<file path="config.mk">
export PLATFORM = sky130hd
export DESIGN_NAME = vhm_queue
export DESIGN_NICKNAME = d
export VERILOG_FILES = /design/src/rtl/vhm_pkg.sv /design/src/rtl/vhm_queue.sv
export VERILOG_INCLUDE_DIRS = /design/src /design/src/rtl
export SDC_FILE = /design/constraint.sdc
export NUM_CORES = 1
export LEC_CHECK = 0
export ABC_AREA = 1
export BUFFER_PORTS_ARGS = -buffer_cell sky130_fd_sc_hd__buf_2
export CAP_MARGIN = 10
export CORE_ASPECT_RATIO = 0.5
export CORE_MARGIN = 10
export CORE_UTILIZATION = 30
export DETAILED_ROUTE_END_ITERATION = 8
export HOLD_SLACK_MARGIN = 0.15
export PLACE_DENSITY = 0.61
export SETUP_SLACK_MARGIN = 0.4
export SKIP_CTS_REPAIR_TIMING = 1
export SYNTH_ARGS = -nofsm -noshare
export SYNTH_HDL_FRONTEND = slang
export SYNTH_SLANG_ARGS = --single-unit
</file>
<file path="constraint.sdc">
create_clock -name clk_i -period 13.8 [get_ports clk_i]
set_clock_uncertainty 0.1 [all_clocks]
set_input_delay 1.38 -clock clk_i [delete_from_list [all_inputs] [get_ports clk_i]]
set_output_delay 1.38 -clock clk_i [all_outputs]
set_load 0.01 [all_outputs]
</file>
<file path="src/rtl/assert_macros.svh">
// Assertion macros shared by the voxel map RTL.
`ifndef ASSERT_MACROS_SVH
`define ASSERT_MACROS_SVH

// Checked outside reset only.
`define VHM_ASSERT(lbl, prop, msg) \
  lbl: assert property (@(posedge clk_i) disable iff (!rst_ni) (prop)) else $error(msg);

// Checked at every edge, reset included.
`define VHM_ASSERT_ALWAYS(lbl, prop, msg) \
  lbl: assert property (@(posedge clk_i) (prop)) else $error(msg);

`endif

</file>
<file path="src/rtl/vhm_pkg.sv">
// Package with types, constants and helpers of the voxel map.
`timescale 1ns / 1ps
`default_nettype none
package vhm_pkg;

  localparam int TABLE_SLOTS = 1024;
  localparam int MAX_POINTS  = 20;
  localparam int KEY_BITS    = 24;

  localparam int SLOT_W   = $clog2(TABLE_SLOTS);
  localparam int FILL_W   = $clog2(MAX_POINTS + 1);
  localparam int PS_DEPTH = TABLE_SLOTS * MAX_POINTS;
  localparam int PS_AW    = $clog2(PS_DEPTH);

  localparam int COORD_W    = 32;
  localparam int EDGE_W     = 20;
  localparam int CAP_W      = 5;
  localparam int RADIUS_W   = 31;
  localparam int CFG_DATA_W = 31;
  localparam int CFG_IDX_W  = 2;
  localparam int SEL_SLOT_W = 10;
  localparam int SEL_PT_W   = 5;
  localparam int STATUS_W   = 3;
  localparam int COUNT_W    = 11;

  localparam logic [CFG_IDX_W-1:0] CFG_VOXEL_EDGE  = 2'd0;
  localparam logic [CFG_IDX_W-1:0] CFG_POINTS_PER  = 2'd1;
  localparam logic [CFG_IDX_W-1:0] CFG_KEEP_RADIUS = 2'd2;

  localparam logic [EDGE_W-1:0]   EDGE_RST   = 20'd65536;
  localparam logic [CAP_W-1:0]    CAP_RST    = 5'd20;
  localparam logic [RADIUS_W-1:0] RADIUS_RST = 31'd6553600;

  typedef enum logic [1:0] {
    OP_ADD   = 2'd0,
    OP_PRUNE = 2'd1,
    OP_READ  = 2'd2,
    OP_NONE  = 2'd3
  } op_e;

  typedef enum logic [STATUS_W-1:0] {
    ST_ADD_OLD    = 3'd0,
    ST_ADD_NEW    = 3'd1,
    ST_VOX_FULL   = 3'd2,
    ST_TABLE_FULL = 3'd3,
    ST_PRUNED     = 3'd4,
    ST_READ_OK    = 3'd5,
    ST_READ_EMPTY = 3'd6
  } status_e;

  typedef logic signed [COORD_W-1:0]  coord_t;
  typedef logic signed [KEY_BITS-1:0] key_t;

  typedef struct packed {
    op_e                   op;
    coord_t                x;
    coord_t                y;
    coord_t                z;
    key_t                  kx;
    key_t                  ky;
    key_t                  kz;
    logic [SEL_SLOT_W-1:0] slot_sel;
    logic [SEL_PT_W-1:0]   point_sel;
  } cmd_t;

  typedef struct packed {
    status_e              status;
    coord_t               x;
    coord_t               y;
    coord_t               z;
    key_t                 kx;
    key_t                 ky;
    key_t                 kz;
    logic [COUNT_W-1:0]   removed;
  } result_t;

  typedef struct packed {
    logic              valid;
    key_t              kx;
    key_t              ky;
    key_t              kz;
    logic [FILL_W-1:0] fill;
  } slot_ent_t;

  typedef struct packed {
    coord_t x;
    coord_t y;
    coord_t z;
  } point_t;

  typedef struct packed {
    logic clearing;
  } back_stat_t;

  function automatic logic [PS_AW-1:0] ps_index(input logic [SLOT_W-1:0] slot,
                                                input logic [PS_AW-1:0]  pt);
    return PS_AW'(slot) * PS_AW'(MAX_POINTS) + pt;
  endfunction

endpackage
`default_nettype wire

</file>
<file path="src/rtl/vhm_queue.sv">
// Two-entry command queue between intake and execution.
`timescale 1ns / 1ps
`default_nettype none
`include "assert_macros.svh"
module vhm_queue import vhm_pkg::*; (
  input  wire logic clk_i,
  input  wire logic rst_ni,
  input  wire logic push_valid_i,
  output logic      push_ready_o,
  input  wire cmd_t push_cmd_i,
  output logic      pop_valid_o,
  input  wire logic pop_ready_i,
  output cmd_t      pop_cmd_o
);

  localparam int QDEPTH = 2;
  localparam int PTR_W  = $clog2(QDEPTH);
  localparam int CNT_W  = $clog2(QDEPTH + 1);

  cmd_t             mem_q [QDEPTH];
  logic [PTR_W-1:0] wr_ptr_q, rd_ptr_q;
  logic [CNT_W-1:0] count_q;
  logic             push, pop;

  assign push_ready_o = (count_q != CNT_W'(QDEPTH));
  assign pop_valid_o  = (count_q != '0);
  assign pop_cmd_o    = mem_q[rd_ptr_q];
  assign push         = push_valid_i && push_ready_o;
  assign pop          = pop_valid_o && pop_ready_i;

  always_ff @(posedge clk_i or negedge rst_ni) begin
    if (!rst_ni) begin
      wr_ptr_q <= '0;
      rd_ptr_q <= '0;
      count_q  <= '0;
    end else begin
      if (push) begin
        wr_ptr_q <= (wr_ptr_q == PTR_W'(QDEPTH - 1)) ? '0 : wr_ptr_q + PTR_W'(1);
      end
      if (pop) begin
        rd_ptr_q <= (rd_ptr_q == PTR_W'(QDEPTH - 1)) ? '0 : rd_ptr_q + PTR_W'(1);
      end
      if (push && !pop) begin
        count_q <= count_q + CNT_W'(1);
      end else if (pop && !push) begin
        count_q <= count_q - CNT_W'(1);
      end
    end
  end

  always_ff @(posedge clk_i) begin
    if (push) begin
      mem_q[wr_ptr_q] <= push_cmd_i;
    end
  end

  `VHM_ASSERT(a_count_bound, int'(count_q) <= QDEPTH, "queue count beyond depth")

endmodule
`default_nettype wire

</file>
# After elaboration in Yosys (flattened, before gate mapping)
# Memory sizes are Yosys's and may differ from the RTL's.
# Index checks and enable logic that the tools add are counted.
[totals]
ff_bits = 4
mem_bits_rw = 370
elab_cells = 23
memories = 1
[classes]
n_addsub = 4
eq_ne = 1
muxes = 6
reduce_logical = 8
[memory_table]
columns = ["name", "depth", "word_bits", "read_ports", "rd_clocked_by_memory_dff", "write_ports", "line_no", "text"]
rows = [
  ["mem_q", 2, 185, 1, 0, 1, "vhm_queue.sv:20", "cmd_t mem_q [QDEPTH];"],
]
[op_table]
columns = ["cell", "n"]
rows = [
  ["logical AND 1 bit", 4],
  ["2-to-1 mux 1 bit", 4],
  ["2-to-1 mux 2 bit", 2],
  ["nonzero test 2 bit", 2],
  ["adder 1 bit (second input constant)", 2],
  ["adder 2 x 1 -> 2 bit (second input constant)", 1],
  ["zero test 1 bit", 2],
  ["inequality test 2 bit (second input constant)", 1],
  ["subtractor 2 x 1 -> 2 bit (second input constant)", 1],
]

# Logic depth before layout (Yosys ltp)
[depth]
depth_word = 6
mapped_depth = 10
depth_no_buf = 10

# Worst setup path after synthesis
# Ideal clock, no wire load.
[synth_path]
path_kind = "input-to-reg"
start = "input push_valid_i"
end = "memory mem_q[0][0] in the netlist's numbering (enable)"
setup_time_ns = 0.733
arrival_ns = 9.162
required_time_ns = 12.967
setup_slack_ns = 3.805
stages = 2
path_buffers = 0
path_cell_list = "nand2_1 -> nor2_1"
[synth_via]
elab_chain_len = 3
[synth_rtl]
columns = ["item", "line_no", "text"]
rows = [
  ["start: declaration", "vhm_queue.sv:8", "input wire logic push_valid_i,"],
  ["logical AND 1 bit", "vhm_queue.sv:28", "assign push = push_valid_i && push_ready_o;"],
  ["2-to-1 mux 1 bit", "vhm_queue.sv:52", "if (push) begin"],
  ["2-to-1 mux 1 bit (implied by the code)", "vhm_queue.sv:53", "mem_q[wr_ptr_q] <= push_cmd_i;"],
  ["end: declaration", "vhm_queue.sv:20", ""],
]
# Every way passes these cells.

==> results by group <==
Timing
  – Rel. slew slack: roughly a quarter
  – F_max: ~220 MHz
  – Tcrit/Tclk final: 33.2%
  – Worst Tran Pin Value: about 1.1 ns
  – Min Tclk post-route: 4.58 ns
  – # setup viols final: 0
  – TNS Setup: 0 ns
  – RSZ-0062 raised after global routing: false
  – Min Hold Slack: about 0.40 ns
  – Final Hold Fails: 0
  – Final WS setup: between 9 and 10 ns
  – Fin. max-slew vios: 0

Worst setup path
  – CP max-delay cell: buf_4
  – Critical path's top delay family: buffers and inverters
  – CP max stage delay: between 0.9 and 1 ns
  – Worst endpoint required time: about 12 ns
  – Worst path most repeated cell: nand2_1
  – CP Class: reg -> out
  – Worst setup SP type: register
  – CP Buf/Inv Count: 3
  – CP cell instances: inv_6, buf_4, nand2_1, nand2_1, buf_2
  – CP endpoint kind: output pin
  – CP max FO: between 90 and 100
  – Data arrival time of the worst path: 3.10 ns

Min path
  – Hold Path Class: reg -> reg

Clock tree
  – Clock tree from TritonCTS: built
  – Worst-path clk slew: 0.06 ns
  – Sink Count: around 370
  – Clock Tree Buf Depth: 3
  – CTS root buffer: clkbuf_16
  – Total CTS buffers: 38
  – H-tree depth: 2
  – Clk_lat worst skew: 0.51 ns

Floorplan
  – Core area: 45200 sq um
  – Die width: roughly 320 um
  – FP Rows: 55
  – Initial core utilization: a little under a third
  – IO Pins: about 380
  – Die area: 55300 sq um
  – Die height: roughly 170 um

Detailed routing
  – WL/cell: around 18 um
  – Drt drc: 0
  – Vias per inst: 4.26
  – Vias: 8620
  – DRT Pass-1 Iters: 4
  – Final wirelength: roughly 37000 um
  – Initial DRC Count: roughly 540
  – ANT nets after route: 0

Place
  – Post-Place Cell Area: around 16000 sq um
  – Routability Congestion: 0.765
  – Port buffer count: ~380
  – Place WS: about 9.5 ns
  – Dpl hpwl: 25900 um

Power and ir drop
  – Leak: about 7.4 nW
  – Cell area power density: about 220 nW/um^2
  – VDD IR max: 0.000166 V

Global routing
  – Number of antenna violations at the first check in global routing: 17
  – First-pass GRT wire length: approximately 52000 um
  – Total grt overflow: 0
  – Pin count of the biggest net entering global routing: a little under 100
  – Vias in the first global route: around 8500
  – GRT Total Usage: roughly 13%

Logic synthesis
  – Seq/Total Area, Yosys: between 80% and 90%
  – Register bit total from synthesis: 374
  – Synthesized cell area: roughly 14000 sq um
  – Synth unique cells: 15
  – Cells after Synth: a little under 1000
  – Ys Warns: 0
  – Mapped Nets: about 1200
  – Syn_area_per_cell: ~14 sq um

Flow run
  – Max-Cap Viols: 0

Final layout
  – Syn-to-layout area delta: 27.2%
  – Nets: between 1500 and 2000
  – Final instance area: approximately 17000 sq um
  – Share of layout cells above drive strength 1: around a third
  – Fillers: 4266
  – Final core utilization: between 30 and 40%

Status
  – Status: finished, final reports clean
[layout make-up]
type	count	area, sq um	share of cell area, %
clock buffer	44	1040	5.94
clock inverter	24	258	1.48
timing repair buffer	384	1940	11.1
inverter	7	31.3	0.179
tap	598	748	4.28
multi-input combinational	573	2190	12.5
antenna	19	47.5	0.272
sequential	374	11200	64.2
[per-layer routing]
layer	wire length [um]	up-vias	track usage, %
met2	22800	161	26.5
met3	996	80	2.02
li1	-	4158	-
met4	1730	2	7.21
met1	11800	4219	11.3
met5	13	-	0
[sequential cells by signal, indices dropped and copies added, names as in the netlist]
name and count:
count_q 2, wr_ptr_q 1, rd_ptr_q 1, mem_q 370
[logic make-up after synthesis]
| group | count (synthesis) | share of synthesized area [%] |
|---|---|---|
| buffers and inverters | 48 | 2.57 |
| XOR/XNOR | 2 | 0.128 |
| AND/OR/NAND/NOR | 570 | 15.6 |
| flip-flops | 374 | 81.6 |
| adder cells (fa/ha/maj) | 1 | 0.0911 |
[through the flow]
step                std cells  total power [mW]
floorplan                 995              2.42
global placement         1936              2.87
detailed placement       1936              2.88
CTS                      2004              3.95
global route             2018              4.10
finish                   2023              3.89
[final timing paths]
path	depth (start not counted)	end	startpoint	slack (ns)
min in group asynchronous	1	count_q[1]	rst_ni	0.56
max reg2reg	6	mem_q[0][48]	count_q[0]	10.47
max	5	pop_cmd_o[31]	rd_ptr_q	9.22
max in group asynchronous	1	rd_ptr_q	rst_ni	12.90
min reg2reg	1	count_q[0]	count_q[0]	0.40
min	1	count_q[0]	count_q[0]	0.40
[power breakdown]
| group | total (mW) | internal (mW) | switching [mW] |
|---|---|---|---|
| clock | 1.06 | 0.648 | 0.413 |
| combinational | 1.22 | 0.358 | 0.858 |
| sequential | 1.61 | 1.55 | 0.0593 |
| total | 3.89 | 2.56 | 1.33 |
[cells in the mapped netlist]
cell / count / area share, %
edfxtp_1: 370 / 81
clkbuf_1: 1 / 0.027
buf_2: 16 / 0.58
dfrtp_1: 4 / 0.73
nand4_1: 1 / 0.046
nand3_1: 2 / 0.073
inv_1: 6 / 0.16
nor2_1: 2 / 0.055
buf_4: 8 / 0.44
buf_6: 16 / 1.3
nand2_1: 565 / 15
inv_4: 1 / 0.046
ha_1: 1 / 0.091
xor2_1: 1 / 0.064
xnor2_1: 1 / 0.064
[cells in the final DEF, fill, tap and decap left out, drive strengths merged]
cell type and instances:
bufinv 6, buf 384, nand2 565, nor2 2
diode 19, clkbuf 44, nand4 1, inv 7
xor2 1, ha 1, dfrtp 4, edfxtp 370
clkinv 18, xnor2 1, nand3 2
No activity file was read; power rests on OpenSTA's default activity.
